--- src/rtl/rva_pkg.sv ---
`timescale 1ns / 1ps
`default_nettype none
// ---------------------------------------------------------------------------
// Axis-angle rotation package
// Shared types, fixed-point constants and the CORDIC arctangent table.
// ---------------------------------------------------------------------------
package rva_pkg;

  localparam int unsigned TrigSteps = 24;
  localparam int unsigned SqrtSteps = 32;
  localparam int unsigned DivSteps  = 32;
  localparam int unsigned QueueDepth = 4;

  localparam logic signed [33:0] PiQ28      = 34'sd843314857;
  localparam logic signed [33:0] TwoPiQ28   = 34'sd1686629713;
  localparam logic signed [33:0] HalfPiQ28  = 34'sd421657428;
  localparam logic signed [33:0] CordicGain = 34'sd652032874;
  localparam logic signed [34:0] OneQ30     = 35'sd1073741824;

  typedef logic signed [31:0] word_t;

  typedef struct packed {
    word_t [2:0]       vec;
    logic              zero;
    logic [2:0]        neg;
    logic [2:0][31:0]  mag;
    logic              flip;
    logic signed [33:0] z;
  } rva_item_t;

  typedef struct packed {
    word_t [2:0] rot;
    logic        zero_axis;
    logic        saturated;
  } rva_result_t;

  function automatic logic signed [33:0] atan_q30(input int unsigned k);
    logic signed [33:0] r;
    case (k)
      0:  r = 34'sd843314856;
      1:  r = 34'sd497837829;
      2:  r = 34'sd263043836;
      3:  r = 34'sd133525158;
      4:  r = 34'sd67021686;
      5:  r = 34'sd33543515;
      6:  r = 34'sd16775850;
      7:  r = 34'sd8388437;
      8:  r = 34'sd4194282;
      9:  r = 34'sd2097149;
      10: r = 34'sd1048575;
      11: r = 34'sd524287;
      12: r = 34'sd262143;
      13: r = 34'sd131071;
      14: r = 34'sd65535;
      15: r = 34'sd32767;
      16: r = 34'sd16383;
      17: r = 34'sd8191;
      18: r = 34'sd4095;
      19: r = 34'sd2047;
      20: r = 34'sd1023;
      21: r = 34'sd511;
      22: r = 34'sd255;
      23: r = 34'sd127;
      24: r = 34'sd63;
      25: r = 34'sd31;
      26: r = 34'sd15;
      27: r = 34'sd8;
      28: r = 34'sd4;
      29: r = 34'sd2;
      default: r = 34'sd0;
    endcase
    return r;
  endfunction

endpackage
`default_nettype wire

--- src/rtl/rva_front.sv ---
`timescale 1ns / 1ps
`default_nettype none
// ---------------------------------------------------------------------------
// Axis-angle rotation front end
// Takes words, detects a zero axis, scales the axis and reduces the angle.
// ---------------------------------------------------------------------------
module rva_front (
  input  logic              clk_i,
  input  logic              rst_ni,
  input  logic              push,
  output logic              full,
  input  logic signed [31:0] vec_x_i,
  input  logic signed [31:0] vec_y_i,
  input  logic signed [31:0] vec_z_i,
  input  logic signed [31:0] axis_x_i,
  input  logic signed [31:0] axis_y_i,
  input  logic signed [31:0] axis_z_i,
  input  logic signed [31:0] angle_i,
  output logic              item_valid_o,
  output rva_pkg::rva_item_t item_o,
  input  logic              q_full_i
);
  import rva_pkg::*;

  logic f_adv;

  logic               f1_valid_q;
  word_t [2:0]        f1_vec_q;
  logic [2:0]         f1_neg_q;
  logic [2:0][31:0]   f1_mag_q;
  logic               f1_zero_q;
  logic signed [33:0] f1_ang_q;

  logic [2:0]         f1_neg_d;
  logic [2:0][31:0]   f1_mag_d;
  logic signed [33:0] f1_ang_d;
  word_t [2:0]        ax;

  logic      f2_valid_q;
  rva_item_t f2_item_q;
  rva_item_t f2_item_d;

  logic [31:0]        maxm;
  logic [4:0]         hi;
  logic [4:0]         sh;
  logic signed [33:0] a2;

  assign f_adv = ~f2_valid_q | ~q_full_i;
  assign full  = ~f_adv;

  always_comb begin
    ax = {axis_z_i, axis_y_i, axis_x_i};
    for (int i = 0; i < 3; i++) begin
      f1_neg_d[i] = ax[i][31];
      f1_mag_d[i] = ax[i][31] ? (~ax[i] + 32'd1) : ax[i];
    end
    f1_ang_d = {{2{angle_i[31]}}, angle_i};
    if (f1_ang_d >= PiQ28) begin
      f1_ang_d = f1_ang_d - TwoPiQ28;
    end else if (f1_ang_d < -PiQ28) begin
      f1_ang_d = f1_ang_d + TwoPiQ28;
    end
  end

  always_ff @(posedge clk_i or negedge rst_ni) begin
    if (!rst_ni) begin
      f1_valid_q <= 1'b0;
      f2_valid_q <= 1'b0;
    end else if (f_adv) begin
      f1_valid_q <= push;
      f2_valid_q <= f1_valid_q;
    end
  end

  always_ff @(posedge clk_i) begin
    if (f_adv) begin
      f1_vec_q  <= {vec_z_i, vec_y_i, vec_x_i};
      f1_neg_q  <= f1_neg_d;
      f1_mag_q  <= f1_mag_d;
      f1_zero_q <= (axis_x_i == 32'sd0) && (axis_y_i == 32'sd0) && (axis_z_i == 32'sd0);
      f1_ang_q  <= f1_ang_d;
      f2_item_q <= f2_item_d;
    end
  end

  always_comb begin
    maxm = f1_mag_q[0];
    if (f1_mag_q[1] > maxm) maxm = f1_mag_q[1];
    if (f1_mag_q[2] > maxm) maxm = f1_mag_q[2];
    hi = 5'd0;
    for (int b = 0; b < 32; b++) begin
      if (maxm[b]) hi = 5'(b);
    end
    sh = (hi >= 5'd30) ? 5'd0 : 5'(5'd30 - hi);

    a2 = f1_ang_q;
    if (a2 >= PiQ28) begin
      a2 = a2 - TwoPiQ28;
    end else if (a2 < -PiQ28) begin
      a2 = a2 + TwoPiQ28;
    end
    f2_item_d.flip = 1'b0;
    if (a2 > HalfPiQ28) begin
      a2 = a2 - PiQ28;
      f2_item_d.flip = 1'b1;
    end else if (a2 < -HalfPiQ28) begin
      a2 = a2 + PiQ28;
      f2_item_d.flip = 1'b1;
    end
    f2_item_d.z    = a2 <<< 2;
    f2_item_d.vec  = f1_vec_q;
    f2_item_d.zero = f1_zero_q;
    f2_item_d.neg  = f1_neg_q;
    for (int i = 0; i < 3; i++) begin
      f2_item_d.mag[i] = f1_mag_q[i] << sh;
    end
  end

  assign item_valid_o = f2_valid_q;
  assign item_o       = f2_item_q;

endmodule
`default_nettype wire

--- config.mk ---
export PLATFORM = sky130hd
export DESIGN_NAME = rva_front
export DESIGN_NICKNAME = d
export VERILOG_FILES = /design/src/rtl/rva_pkg.sv /design/src/rtl/rva_front.sv
export SDC_FILE = /design/constraint.sdc
export NUM_CORES = 1
export LEC_CHECK = 0
export BUFFER_PORTS_ARGS = -buffer_cell sky130_fd_sc_hd__buf_2
export CAP_MARGIN = 15
export CORE_ASPECT_RATIO = 0.5
export CORE_MARGIN = 2
export CORE_UTILIZATION = 55
export CTS_CLUSTER_DIAMETER = 200
export DETAILED_ROUTE_END_ITERATION = 7
export PLACE_DENSITY = 0.78
export SLEW_MARGIN = 10
export SYNTH_ARGS = -nofsm -noshare
export SYNTH_HDL_FRONTEND = slang
export SYNTH_SLANG_ARGS = --single-unit
--- constraint.sdc ---
create_clock -name clk_i -period 15.7 [get_ports clk_i]
set_input_delay 2.355 -clock clk_i [delete_from_list [all_inputs] [get_ports clk_i]]
set_output_delay 2.355 -clock clk_i [all_outputs]
set_load 0.05 [all_outputs]
==> results.toml <==
[layout]
final_nets = 3575
seq_area_sq_um = 13800
fill_cells = 4485
fin_area_sq_um = 34000
drive_above_1_share_pct = 20.4
utilization_pct = 63.3
multi_input_area_sq_um = 15000
area_growth_pct = 13.7

[cts]
post-cts-setup-buffer-count = 0
cts_tree = "built"
cts.htree.levels = 2
numCtsBuffers = 43
cts_root_buf = "clkbuf_16"
cts_hold_buf = 0
clkLatencyLatePin_ns = 0.62
cts_sinks = 460
clkTransAtPathRegs_ns = 0.07
cts_max_path_buffers = 3
ctsResizeCount = 0

[logic_synthesis]
synth-seq-area-share_pct = 46.1
synthArstFlopShare_pct = 0.435
synth_area_leaders = "edfxtp_1, xnor2_1, ha_1, mux2i_1, a21oi_1"
ys_warn_count = 0
ys.flop_type = "edfxtp_1"
synth_cell_type_count = 113
synth_area_sq_um = 29900
synth-seq-cells = 460
yosys-top-cells-count = "edfxtp_1, nor2_1, nand2_1"
synthCells = 2939
syn_avg_cell_area_sq_um = 10.2
synth_edf_count = 458
synth_area_leader_cell = "edfxtp_1"
synth.most_common_cell = "edfxtp_1"
yosysTopAreaCellShare_pct = 45.9

[floorplanning]
die-area_sq_um = 56400
ios = 461
dieWidth_um = 334
initial_core_util_pct = 55.7
coreArea_sq_um = 53800
die_h_um = 169
floorplan.rows = 60

[global_routing]
grt_first_pass_wirelength_um = 156000
gr-total-overflow = 0
grt_max_degree = 88
grt_pass1_vias = 24747
grt_use_total_pct = 36.3
antenna_found_initial = 6

[timing]
final-hold-violation-count = 0
worstMarginPinSlew_ns = 1.35
fmax_mhz = 91.5
setup_tns_ns = 0
fin_skew_ns = 0.0247
setup_violations = 0
finalCritPeriodShare_pct = 69.6
slew_headroom_pct = 8.65
finalMaxSlewViolations = 0
grt_setup_unrepaired = "no"
post-route-min-period_ns = 10.93

[setup_path]
endpoint_kind = "flip-flop"
slowest_stage = "a21oi_2"
path_max_fanout = 34
r2r_setup_slack_ns = 4.77
cp.required_ns = 16.06
crit_path_start_kind = "flip-flop"
worstPathArrival_ns = 11.28
critPathMaxStageDelay_ns = 0.85
reg2regPathDepth = 30
path_class = "reg -> reg"

[flow_run]
maxCapViolations = 0

[pwr]
power.share.clock_pct = 13.4
p_total_mw = 8.04
switching_power_mw = 4.25
ir_drop_v = 0.000189
power.leakage_nw = 12.9
p_sw_share_pct = 52.9
power.density_nw_per_um2 = 236
combPwrFrac_pct = 61.9
p_seq_share_pct = 24.7
p_int_mw = 3.79

[placement]
dpl.hpwl_um = 79700
placed_area_sq_um = 32600
gp_congestion = 1.04
io_buffer_count = 458

[routing]
dr_total_vias = 27344
totalWireLength_um = 106000
ant_nets = 0
via_per_inst = 6.80
route.detailed.drc = 48
first_pass_iters = 8
drt_iter0_drc = 3783
routedWlPerCell_um = 26.5

[min_path]
hold_depth = 0
hp-class = "reg -> reg"

[outcome]
status = "complete, but fails checks"
violations = "DRC"
placed cells by master, fill, tap and decap left out, types with 33 or more instances in the layout:
master,synthesis,routed
inv_1,87,87
a31oi_1,64,64
a211oi_1,97,97
or3_1,41,41
clkbuf_16,0,43
o31ai_1,57,55
a21oi_1,172,172
o22ai_1,39,38
mux2i_1,88,88
ha_1,77,77
nor4_1,41,39
nor3_1,89,88
a21o_1,33,33
nand2_1,196,194
buf_2,61,458
nor2_1,204,204
nand3_1,68,67
xnor2_1,143,143
o21ai_0,128,128
edfxtp_1,458,458
and3_1,45,45
buf_4,10,39
sequential cells by signal (all words and copies together) (netlist names):
signal,count
item_o,229
f1_neg_q,3
f1_vec_q,96
f1_ang_q,33
f1_mag_q,96
f1_valid_q,1
f1_zero_q,1
item_valid_o,1
per-layer routing:
layer | track usage, % | wire length, um | part of all wire [%]
met5 | 1.53 | 204 | 0.19
met3 | 12.0 | 12500 | 12
met4 | 12.5 | 4150 | 3.9
met2 | 56.1 | 47600 | 45
met1 | 48.1 | 42000 | 39
final timing paths:
path,startpoint,end
max reg2reg,f1_mag_q[1]$_DFFE_PN_,item_o[93]$_DFFE_PN_
min in group asynchronous,rst_ni,item_valid_o$_DFFE_PN0N_
max,f1_mag_q[1]$_DFFE_PN_,item_o[93]$_DFFE_PN_
min reg2reg,f1_vec_q[85]$_DFFE_PN_,item_o[220]$_DFFE_PN_
min,f1_vec_q[85]$_DFFE_PN_,item_o[220]$_DFFE_PN_
max in group asynchronous,rst_ni,f1_valid_q$_DFFE_PN0N_
cells by family (layout without fill, tap and decap cells):
family	count (synthesis)	count (layout)	share of synthesized area, %
AOI/OAI and AO/OA	968	968	23.1
xor gates and xnor gates	168	168	4.91
adders and majority gates	77	77	3.22
buffers and inverters	300	662	4.22
DFF	460	460	46.1
muxes	105	105	3.85
other	1	6	0.0125
and+or+nand+nor	860	860	14.6
stage by stage:
stage / instances / hold slack [ns] / setup slack, ns
6_report: 4019 / 0.417 / 4.77
5_1_grt: 4018 / 0.421 / 4.24
4_1_cts: 4014 / 0.418 / 5.19
3_5_place_dp: 3937 / 0.405 / 5.25
3_3_place_gp: 3937 / 0.400 / 5.55
2_1_floorplan: 2940 / 0.400 / 3.69
power by group through the flow:
stage	clock (mW)	sequential, mW	combinational, mW
after global routing	1.13	2.01	5.12
final	1.08	1.99	4.97
after floorplan	0	2.68	2.59
after global placement	0	2.00	4.71
after CTS	1.09	1.98	4.73
after detailed placement	0	2.01	4.71
critical path, delay by kind of cell, from the launching register on:
kind            cells  cell delay (ns)
flops               1             0.47
buf+inv             4             1.22
fa+ha+maj           3             1.41
simple gates        5             1.59
compound gates     18             5.96
layout make-up:
cell class / instances / share of cell area [%]
well taps: 713 / 2.62
inverters: 88 / 0.970
flip-flops and latches: 460 / 40.6
clock inverters: 28 / 0.901
clock buffers: 49 / 3.23
multi-input cells: 2180 / 44.1
diodes: 4 / 0.0294
repair buffers: 497 / 7.59
No activity file was read; power rests on OpenSTA's default activity.
