--- src/rtl/rva_pkg.sv ---
`timescale 1ns / 1ps
`default_nettype none
// ---------------------------------------------------------------------------
// Axis-angle rotation package
// Shared types, fixed-point constants and the CORDIC arctangent table.
// ---------------------------------------------------------------------------
package rva_pkg;

  localparam int unsigned TrigSteps = 24;
  localparam int unsigned SqrtSteps = 32;
  localparam int unsigned DivSteps  = 32;
  localparam int unsigned QueueDepth = 4;

  localparam logic signed [33:0] PiQ28      = 34'sd843314857;
  localparam logic signed [33:0] TwoPiQ28   = 34'sd1686629713;
  localparam logic signed [33:0] HalfPiQ28  = 34'sd421657428;
  localparam logic signed [33:0] CordicGain = 34'sd652032874;
  localparam logic signed [34:0] OneQ30     = 35'sd1073741824;

  typedef logic signed [31:0] word_t;

  typedef struct packed {
    word_t [2:0]       vec;
    logic              zero;
    logic [2:0]        neg;
    logic [2:0][31:0]  mag;
    logic              flip;
    logic signed [33:0] z;
  } rva_item_t;

  typedef struct packed {
    word_t [2:0] rot;
    logic        zero_axis;
    logic        saturated;
  } rva_result_t;

  function automatic logic signed [33:0] atan_q30(input int unsigned k);
    logic signed [33:0] r;
    case (k)
      0:  r = 34'sd843314856;
      1:  r = 34'sd497837829;
      2:  r = 34'sd263043836;
      3:  r = 34'sd133525158;
      4:  r = 34'sd67021686;
      5:  r = 34'sd33543515;
      6:  r = 34'sd16775850;
      7:  r = 34'sd8388437;
      8:  r = 34'sd4194282;
      9:  r = 34'sd2097149;
      10: r = 34'sd1048575;
      11: r = 34'sd524287;
      12: r = 34'sd262143;
      13: r = 34'sd131071;
      14: r = 34'sd65535;
      15: r = 34'sd32767;
      16: r = 34'sd16383;
      17: r = 34'sd8191;
      18: r = 34'sd4095;
      19: r = 34'sd2047;
      20: r = 34'sd1023;
      21: r = 34'sd511;
      22: r = 34'sd255;
      23: r = 34'sd127;
      24: r = 34'sd63;
      25: r = 34'sd31;
      26: r = 34'sd15;
      27: r = 34'sd8;
      28: r = 34'sd4;
      29: r = 34'sd2;
      default: r = 34'sd0;
    endcase
    return r;
  endfunction

endpackage
`default_nettype wire

--- src/rtl/rva_queue.sv ---
`timescale 1ns / 1ps
`default_nettype none
// ---------------------------------------------------------------------------
// Axis-angle rotation item queue
// Small FIFO that decouples the front end from the arithmetic back end.
// ---------------------------------------------------------------------------
module rva_queue (
  input  logic               clk_i,
  input  logic               rst_ni,
  input  logic               push_i,
  output logic               full_o,
  input  rva_pkg::rva_item_t data_i,
  input  logic               pop_i,
  output logic               empty_o,
  output rva_pkg::rva_item_t data_o
);
  import rva_pkg::*;

  localparam int unsigned PtrW = $clog2(QueueDepth);

  rva_item_t       mem_q [QueueDepth];
  logic [PtrW-1:0] wr_q;
  logic [PtrW-1:0] rd_q;
  logic [PtrW:0]   cnt_q;

  assign full_o  = (cnt_q == (PtrW+1)'(QueueDepth));
  assign empty_o = (cnt_q == '0);
  assign data_o  = mem_q[rd_q];

  always_ff @(posedge clk_i) begin
    if (push_i && !full_o) begin
      mem_q[wr_q] <= data_i;
    end
  end

  always_ff @(posedge clk_i or negedge rst_ni) begin
    if (!rst_ni) begin
      wr_q  <= '0;
      rd_q  <= '0;
      cnt_q <= '0;
    end else begin
      if (push_i && !full_o) wr_q <= wr_q + 1'b1;
      if (pop_i && !empty_o) rd_q <= rd_q + 1'b1;
      cnt_q <= cnt_q + (PtrW+1)'(push_i && !full_o) - (PtrW+1)'(pop_i && !empty_o);
    end
  end

endmodule
`default_nettype wire

--- config.mk ---
export PLATFORM = sky130hd
export DESIGN_NAME = rva_queue
export DESIGN_NICKNAME = d
export VERILOG_FILES = /design/src/rtl/rva_pkg.sv /design/src/rtl/rva_queue.sv
export SDC_FILE = /design/constraint.sdc
export NUM_CORES = 1
export LEC_CHECK = 0
export ABC_AREA = 0
export BUFFER_PORTS_ARGS = -buffer_cell sky130_fd_sc_hd__buf_2
export CAP_MARGIN = 10
export CORE_ASPECT_RATIO = 1.5
export CORE_MARGIN = 1
export CORE_UTILIZATION = 55
export CTS_CLUSTER_SIZE = 24
export DETAILED_ROUTE_END_ITERATION = 8
export MAX_ROUTING_LAYER = met4
export PLACE_DENSITY = 0.77
export SYNTH_ARGS = -nofsm -noshare
export SYNTH_HDL_FRONTEND = slang
export SYNTH_SLANG_ARGS = --single-unit
--- constraint.sdc ---
create_clock -name clk_i -period 10.8 [get_ports clk_i]
set_input_delay 0.54 -clock clk_i [delete_from_list [all_inputs] [get_ports clk_i]]
set_output_delay 0.54 -clock clk_i [all_outputs]
set_load 0.1 [all_outputs]
==> flow_summary.yaml, run 1 <==
cts:
  post-cts-setup-buffer-count: 0
  path_clk_slew_ps: 60
  cts_num_sinks: 931
  clock_latency_ps: 620
  htree_levels: 3
  clock-root-buffer: "clkbuf_16"
  cts_tree: "built"
  clk_path_buf_depth: 3
  numCtsBuffers: 83
setup_path:
  startpoint: "rd_q[0]$_DFFE_PN0P_"
  rrSetupSlack_ps: 6920
  critPathMaxFanout: 56
  criticalPathCategory: "reg2out"
  worstReg2RegEnd: "mem_q[0][187]$_DFFE_PP_"
  cp-end-kind: "output port"
  critPathRequiredTime_ps: 10260
  critPathLaunchType: "flip-flop"
  critPathCapture: "data_o[197]"
  r2r_start: "cnt_q[2]$_DFF_PN0_"
  crit_slowest_cell: "dfrtp_4"
  reg2reg_depth: 4
  cpPeakStageDelay_ps: 1170
  path_cells: "buf_4 -> buf_4 -> mux4_2 -> buf_2"
  worst_ep_arrival_time_ps: 4320
  path_common_cell: "buf_4"
sta:
  drv_slew: 0
  fmax_mhz: 206
  setup_ws_ps: 5940
  skew_ps: 22.4
  period_share_pct: 45.0
  worst_slew_pin_slew_ps: 1160
  post-route-min-period_ps: 4860
  worst_hold_slack_ps: 125
  finalSetupTns_ps: 0
  max_slew_margin_pct: 22.8
  rsz0062_at_grt: "false"
  finalHoldViolations: 0
  setup_viol: 0
drt:
  drc: 0
  first_iter_violations: 1235
  dr.max_layer_used: "met4"
  vias_per_cell: 5.77
  wl_met3_mm: 5.36
  ant_nets: 0
  wl_per_cell_um: 25.2
  drt-pass1-iter-count: 7
  vias: 15200
  routed_wl_mm: 66.5
  met2_length_mm: 35.2
  wl_met1_mm: 24.0
synth:
  async_flop_share_pct: 0.752
  syn_nets: 1490
  synth_top_area_cell: "edfxtp_1"
  syn-instance-count: 1248
  yosysWarningCount: 0
  netlist.area_leader.share_pct: 82.1
  synthesis.area_sq_mm: 0.0338
  synth_cell_types: 19
  syn_area_per_cell_sq_um: 27.1
  synth_area_leaders: "edfxtp_1, mux4_2, buf_6"
  synthTopCellsByCount: "edfxtp_1, mux4_2, buf_2"
  synth-edff-count: 924
  ys_ff_latch: 931
  yosysMostFrequentCell: "edfxtp_1"
  seq_area_frac_synth_pct: 82.6
  dominantRegCellSynth: "edfxtp_1"
grt:
  grt_max_degree: 125
  grt_pass1_vias: 16400
  antenna_found_initial: 25
  grtUsageTotal_pct: 22.2
  grt_pass1_wl_mm: 98.6
  gr-total-overflow: 0
floorplanning:
  coreArea_sq_mm: 0.0604
  die_area_sq_mm: 0.0625
  initial_core_util_pct: 55.9
  fp.dieH_um: 306
  placementRows: 110
  ios: 468
  die-width_um: 204
placed_design:
  place.gp.congestion: 0.794
  dp_hpwl_mm: 41.2
  pre_cts_ws_ps: 6460
  post_dp_cell_area_sq_mm: 0.0369
  numPortBuffers: 467
final_layout:
  drive_gt1_share_pct: 46.4
  syn2layout_area_growth_pct: 17.5
  postLayoutCellArea_sq_mm: 0.0397
  nFillCells: 3723
  layout.nets: 2008
status:
  run_status: "completed"
min_path:
  hold_path.class: "in2reg"
  min_from: "data_i[63]"
job:
  drv_cap: 0
## layer usage
metal	track usage (%)	vias to the layer above
met5	-	-
met2	36.7	668
met3	5.88	118
met1	25.8	7927
met4	8.90	0
li1	-	6515
## metrics by stage
stage                     std cells  utilization (%)
after global placement         2464             61.1
after global routing           2638             65.7
after CTS                      2613             65.6
after detailed placement       2464             61.1
after floorplan                1248                -
final                          2640             65.7
## cells in the final DEF (no fill, tap or decap), types with 2 or more instances in the layout
cell / n
xnor2_1: 4
inv_6: 3
inv_1: 6
clkinv_4: 3
clkinvlp_4: 11
edfxtp_1: 924
buf_12: 2
buf_4: 15
clkbuf_1: 6
clkinv_2: 13
buf_2: 467
bufinv_16: 9
diode_2: 27
clkinv_8: 4
o211ai_1: 2
nand2b_1: 4
dfrtp_1: 5
mux4_2: 231
ha_1: 6
nand4bb_1: 2
and3b_4: 4
dfrtp_4: 2
clkbuf_16: 84
clkinv_1: 15
## worst min path at each step
stage,end,depth (start not counted),slack [ps]
final,mem_q[0][63]$_DFFE_PP_,1,130
after global routing,mem_q[0][42]$_DFFE_PP_,1,90
after detailed placement,cnt_q[0]$_DFF_PN0_,1,390
after CTS,mem_q[1][124]$_DFFE_PP_,1,80
after global placement,rd_q[0]$_DFFE_PN0P_,1,380
after floorplan,cnt_q[0]$_DFF_PN0_,0,240
## layout make-up
type	count	area [sq um]	share of cell area, %
flip-flops and latches	931	27900	70.4
multi-input cells	259	5480	13.8
repair buffers	485	2500	6.30
clock buffers	90	2120	5.35
well taps	784	981	2.47
clock inverters	58	592	1.49
diodes	27	67.6	0.170
inverters	6	22.5	0.0567
## flip-flops by register name (all words and copies together), names as in the netlist
register	count
mem_q	924
rd_q	2
cnt_q	3
wr_q	2
## worst max-delay path, delay by kind of cell, from the launching register on
| family | cells | cell delay (ps) |
|---|---|---|
| DFF | 1 | 1170 |
| muxes | 1 | 650 |
| buffers and inverters | 3 | 1730 |
## repair_timing
| item | in CTS | in global routing |
|---|---|---|
| gates resized for setup | 0 | 0 |
| hold buffers | 1 | 0 |
| hold endpoints to repair | 7 | 0 |
| endpoints found under the setup margin | 0 | 0 |
## kinds of logic after synthesis
kind of cell,count (synthesis),synth area share [%]
AOI/OAI and AO/OA,4,0.0926
xor gates and xnor gates,4,0.104
adders and majority gates,7,0.281
buffers and inverters,58,1.18
DFF,931,82.6
muxes,231,15.4
and+or+nand+nor,13,0.307
Power of run 1 is left out: the tool's default activity adds up to more than one toggle a clock period on the data nets, which glitch-free logic cannot reach.
==> inputs of run 2 (changes only) <==
--- a/config.mk
+++ b/config.mk
@@ -10,11 +10,11 @@
 export CAP_MARGIN = 10
 export CORE_ASPECT_RATIO = 1.5
 export CORE_MARGIN = 1
-export CORE_UTILIZATION = 55
+export CORE_UTILIZATION = 51
 export CTS_CLUSTER_SIZE = 24
 export DETAILED_ROUTE_END_ITERATION = 8
 export MAX_ROUTING_LAYER = met4
-export PLACE_DENSITY = 0.77
+export PLACE_DENSITY = 0.75
 export SYNTH_ARGS = -nofsm -noshare
 export SYNTH_HDL_FRONTEND = slang
 export SYNTH_SLANG_ARGS = --single-unit
==> constraint.sdc (replaced) <==
create_clock -name clk_i -period 4.47 [get_ports clk_i]
set_input_delay 0.2235 -clock clk_i [delete_from_list [all_inputs] [get_ports clk_i]]
set_output_delay 0.2235 -clock clk_i [all_outputs]
set_load 0.1 [all_outputs]
==> run 2 against run 1 <==
  * Routed wire length grew 12%
  * Via count is 7.9% higher
  * Core utilization shrank 1.2 points
  * Register-to-register slack worse by 5000 ps
  * Global-route usage increased by 0.73 points
  * Count of clock-buffer cells in the layout grew 11
  * Critical path type unchanged
==> flow_summary.yaml, run 2 (synthesis gave the netlist of run 1 again) <==
setup_path:
  crit_slowest_cell: "dfrtp_4"
  worst_ep_arrival_time_ps: 2890
  crit_buf_inv: 3
  criticalPathCategory: "reg2out"
  critPathLaunchType: "flip-flop"
  crit_family: "buffers and inverters"
  path_cells: "buf_12 -> buf_4 -> mux4_2 -> buf_2"
  cp-end-kind: "output port"
  critPathRequiredTime_ps: 4250
  cpPeakStageDelay_ps: 800
  critPathMaxFanout: 36
cts:
  htree_levels: 3
  clock-root-buffer: "clkbuf_16"
  post-cts-setup-buffer-count: 0
  clk_path_buf_depth: 3
  path_clk_slew_ps: 60
  cts_tree: "built"
  cts_num_sinks: 931
  numCtsBuffers: 83
  clock_latency_ps: 630
grt:
  grt_max_degree: 84
  grtUsageTotal_pct: 22.9
  grt_pass1_vias: 17800
  antenna_found_initial: 5
  grt_pass1_wl_mm: 109
  gr-total-overflow: 0
status:
  run_status: "completed"
sta:
  drv_slew: 0
  skew_ps: 21.6
  finalSetupTns_ps: 0
  post-route-min-period_ps: 3110
  rsz0062_at_grt: "false"
  fmax_mhz: 321
  worst_slew_pin_slew_ps: 863
  finalHoldViolations: 0
  setup_viol: 0
  period_share_pct: 69.7
  setup_ws_ps: 1360
  max_slew_margin_pct: 42.5
drt:
  vias_per_cell: 5.54
  first_iter_violations: 1230
  met2_length_mm: 40.2
  vias: 16400
  wl_per_cell_um: 25.2
  ant_nets: 0
  routed_wl_mm: 74.7
  dr.max_layer_used: "met4"
  drc: 0
  wl_met3_mm: 5.37
  wl_met1_mm: 27.0
  drt-pass1-iter-count: 5
placed_design:
  post_dp_cell_area_sq_mm: 0.0374
  numPortBuffers: 467
  dp_hpwl_mm: 43.5
  pre_cts_ws_ps: 1920
  place.gp.congestion: 0.759
final_layout:
  top_register: "mem_q"
  syn2layout_area_growth_pct: 25.3
  largestRegisters: "mem_q: 924 flops, cnt_q: 3 flops"
  layout.nets: 2266
  final_util_pct: 64.5
  mostFrequentLayoutCell: "edfxtp_1"
  largest_reg_flops: 924
  final_cell_mix: "edfxtp_1, buf_2, dlygate4sd3_1"
  postLayoutCellArea_sq_mm: 0.0423
  drive_gt1_share_pct: 41.4
floorplanning:
  fp.dieH_um: 317
  placementRows: 115
  ios: 468
  coreArea_sq_mm: 0.0656
  die-width_um: 212
  die_area_sq_mm: 0.0673
  initial_core_util_pct: 51.5
min_path:
  hold_path.class: "in2reg"
job:
  drv_cap: 0
==> run 2: final timing paths <==
kind,cells after the start,from,end,slack [ps]
max,4,rd_q[1]$_DFFE_PN0P_,data_o[162],1360
min,2,data_i[224],mem_q[1][224]$_DFFE_PP_,340
max reg2reg,3,cnt_q[2]$_DFF_PN0_,mem_q[0][142]$_DFFE_PP_,1930
min reg2reg,2,wr_q[1]$_DFFE_PN0P_,wr_q[1]$_DFFE_PN0P_,610
max in group asynchronous,3,rst_ni,rd_q[1]$_DFFE_PN0P_,3590
min in group asynchronous,3,rst_ni,rd_q[0]$_DFFE_PN0P_,600
==> run 2: repair_timing <==
action,in CTS,in global routing
resized for setup,0,0
endpoints found under the hold margin,935,0
hold buffers,235,0
==> run 2: per-stage QoR <==
step / hold WS, ps / cells
detailed placement: 72.7 / 2581
global route: 312 / 2967
floorplan: -72.1 / 1248
global placement: 68.1 / 2581
finish: 340 / 2967
CTS: 289 / 2961
==> run 2: final cells by class <==
cell class | count | area [sq um]
flip-flops and latches | 931 | 27900
clock inverters | 44 | 422
well taps | 877 | 1100
fillers | 4194 | 23300
repair buffers | 743 | 5180
clock buffers | 101 | 2190
inverters | 6 | 22.5
diodes | 6 | 15.0
multi-input cells | 259 | 5480
==> run 2: layer usage <==
layer,up-vias,global-route usage (%)
met2,698,39.2
met1,8616,26.3
li1,6988,-
met3,134,5.52
met5,-,-
met4,0,8.33
==> run 2: worst register-to-register path: stages (launching register included) <==
cell and delay [ps]:
dfrtp_1 460, nor3b_2 230, and3b_4 870, buf_4 570
Power of run 2 is left out for the same reason.
==> inputs of run 3 (changes only) <==
==> constraint.sdc (replaced) <==
create_clock -name clk_i -period 2.75 [get_ports clk_i]
set_input_delay 0.1375 -clock clk_i [delete_from_list [all_inputs] [get_ports clk_i]]
set_output_delay 0.1375 -clock clk_i [all_outputs]
set_load 0.1 [all_outputs]
==> run 3 against run 2 <==
  * Hold slack got worse by 90 ps
  * Die area unchanged
  * Core utilization increased by 0.89 points
  * Clock skew decreased by 3.9 ps
  * Sequential share of layout area decreased by 0.90 points
  * Cell count increased by 1.1%
  * First-iteration DRC count increased by 7.9%
  * Cell area increased by 1.4%
  * Count of clock-buffer cells in the layout decreased by 2
  * Non-clock buffer count increased by 38
  * Flip-flop and latch count unchanged
  * Register-to-register slack got worse by 1500 ps
  * Highest routed layer unchanged
==> flow_summary.yaml, run 3 (synthesis gave the netlist of run 1 again) <==
placed_design:
  numPortBuffers: 467
  pre_cts_ws_ps: 483
  place.gp.congestion: 0.767
  dp_hpwl_mm: 44.1
grt:
  gr-total-overflow: 0
  grt_max_degree: 73
  grt_pass1_wl_mm: 110
  antenna_found_initial: 4
  grtUsageTotal_pct: 23.3
  grt_pass1_vias: 18300
cts:
  htree_levels: 3
  clock_latency_ps: 640
  clk_path_buf_depth: 3
  numCtsBuffers: 82
  clock-root-buffer: "clkbuf_16"
  cts_tree: "built"
  cts_num_sinks: 931
  path_clk_slew_ps: 60
floorplanning:
  die-width_um: 212
  coreArea_sq_mm: 0.0656
  placementRows: 115
  ios: 468
  fp.dieH_um: 317
  die_area_sq_mm: 0.0673
  initial_core_util_pct: 51.5
drt:
  drc: 0
  vias: 16700
  ant_nets: 0
  drt-pass1-iter-count: 5
  routed_wl_mm: 75.9
  first_iter_violations: 1327
  wl_per_cell_um: 25.3
  vias_per_cell: 5.57
final_layout:
  largest_reg_flops: 924
  top_register: "mem_q"
  mostFrequentLayoutCell: "edfxtp_1"
  largestRegisters: "mem_q: 924 flops, cnt_q: 3 flops"
  nFillCells: 4059
  layout.nets: 2303
  syn2layout_area_growth_pct: 27.0
  drive_gt1_share_pct: 42.7
  final_cell_mix: "edfxtp_1, buf_2, dlygate4sd3_1"
sta:
  rsz0062_at_grt: "false"
  worst_slew_pin_slew_ps: 638
  post-route-min-period_ps: 2650
  finalHoldViolations: 0
  max_slew_margin_pct: 57.5
  finalSetupTns_ps: 0
  setup_viol: 0
  drv_slew: 0
  setup_ws_ps: 98.0
  period_share_pct: 96.4
  fmax_mhz: 377
  skew_ps: 17.7
setup_path:
  critPathLaunchType: "flip-flop"
  worst_ep_arrival_time_ps: 2510
  critPathRequiredTime_ps: 2610
  critPathMaxFanout: 72
  criticalPathCategory: "reg2out"
  cp-end-kind: "output port"
min_path:
  hold_path.class: "in2reg"
job:
  drv_cap: 0
status:
  run_status: "completed"
[run 3: changes by cell type in the layout (fill, tap and decap cells not counted), sizes merged]
| cell | previous run | this run |
|---|---|---|
| clkinv | 30 | 31 |
| clkinvlp | 3 | 2 |
| bufinv | 6 | 9 |
| diode | 6 | 4 |
| buf | 508 | 541 |
| inv | 11 | 8 |
| clkbuf | 101 | 104 |
[run 3: final cells by class]
type                       count  area (sq um)  area share, %
clock buffer                  99          2220           5.17
tap                          877          1100           2.56
multi-input combinational    259          5490           12.8
timing repair buffer         781          5670           13.2
inverter                       6          22.5         0.0525
sequential                   931         27900           65.1
clock inverter                44           483           1.13
antenna                        4          10.0         0.0233
[run 3: routing by layer]
metal / wire, um / share of wire, % / vias up / GRT usage, %
met5: 0 / 0 / - / -
met1: 27000 / 36 / 8730 / 26.1
met3: 5230 / 6.9 / 190 / 4.84
met4: 3160 / 4.2 / 0 / 11.4
li1: - / - / 7071 / -
met2: 40500 / 53 / 734 / 39.6
[run 3: worst paths after layout]
kind,from,end,slack [ps],cells past startpoint
worst max-delay path,rd_q[1]$_DFFE_PN0P_,data_o[182],100,3
worst min-delay path,data_i[134],mem_q[0][134]$_DFFE_PP_,250,2
worst max register to register,cnt_q[1]$_DFF_PN0_,cnt_q[2]$_DFF_PN0_,430,8
worst min register to register,wr_q[1]$_DFFE_PN0P_,wr_q[1]$_DFFE_PN0P_,610,2
max in group asynchronous,rst_ni,rd_q[1]$_DFFE_PN0P_,1990,3
min in group asynchronous,rst_ni,cnt_q[0]$_DFF_PN0_,470,3
[run 3: critical path: stages, from the launching register on]
cell and delay, ps:
dfrtp_4 610, buf_12 380, mux4_2 330, buf_2 450
[run 3: per-stage QoR]
stage | hold WS [ps] | cells | area (sq um) | utilization [%]
floorplan | -158 | 1248 | 33800 | -
CTS | 198 | 2997 | 42900 | 65.4
global route | 231 | 3001 | 42900 | 65.4
detailed placement | -14.3 | 2614 | 37800 | 57.6
global placement | -15.2 | 2614 | 37800 | 57.6
finish | 250 | 3001 | 42900 | 65.4
[run 3: repair_timing]
item                                   in CTS  in global routing
endpoints found under the hold margin     935                  0
setup endpoints to repair                 126                  5
hold buffers                              235                  0
gates resized for setup                     0                  6
setup buffers                               5                  0
Power of run 3 is left out for the same reason.
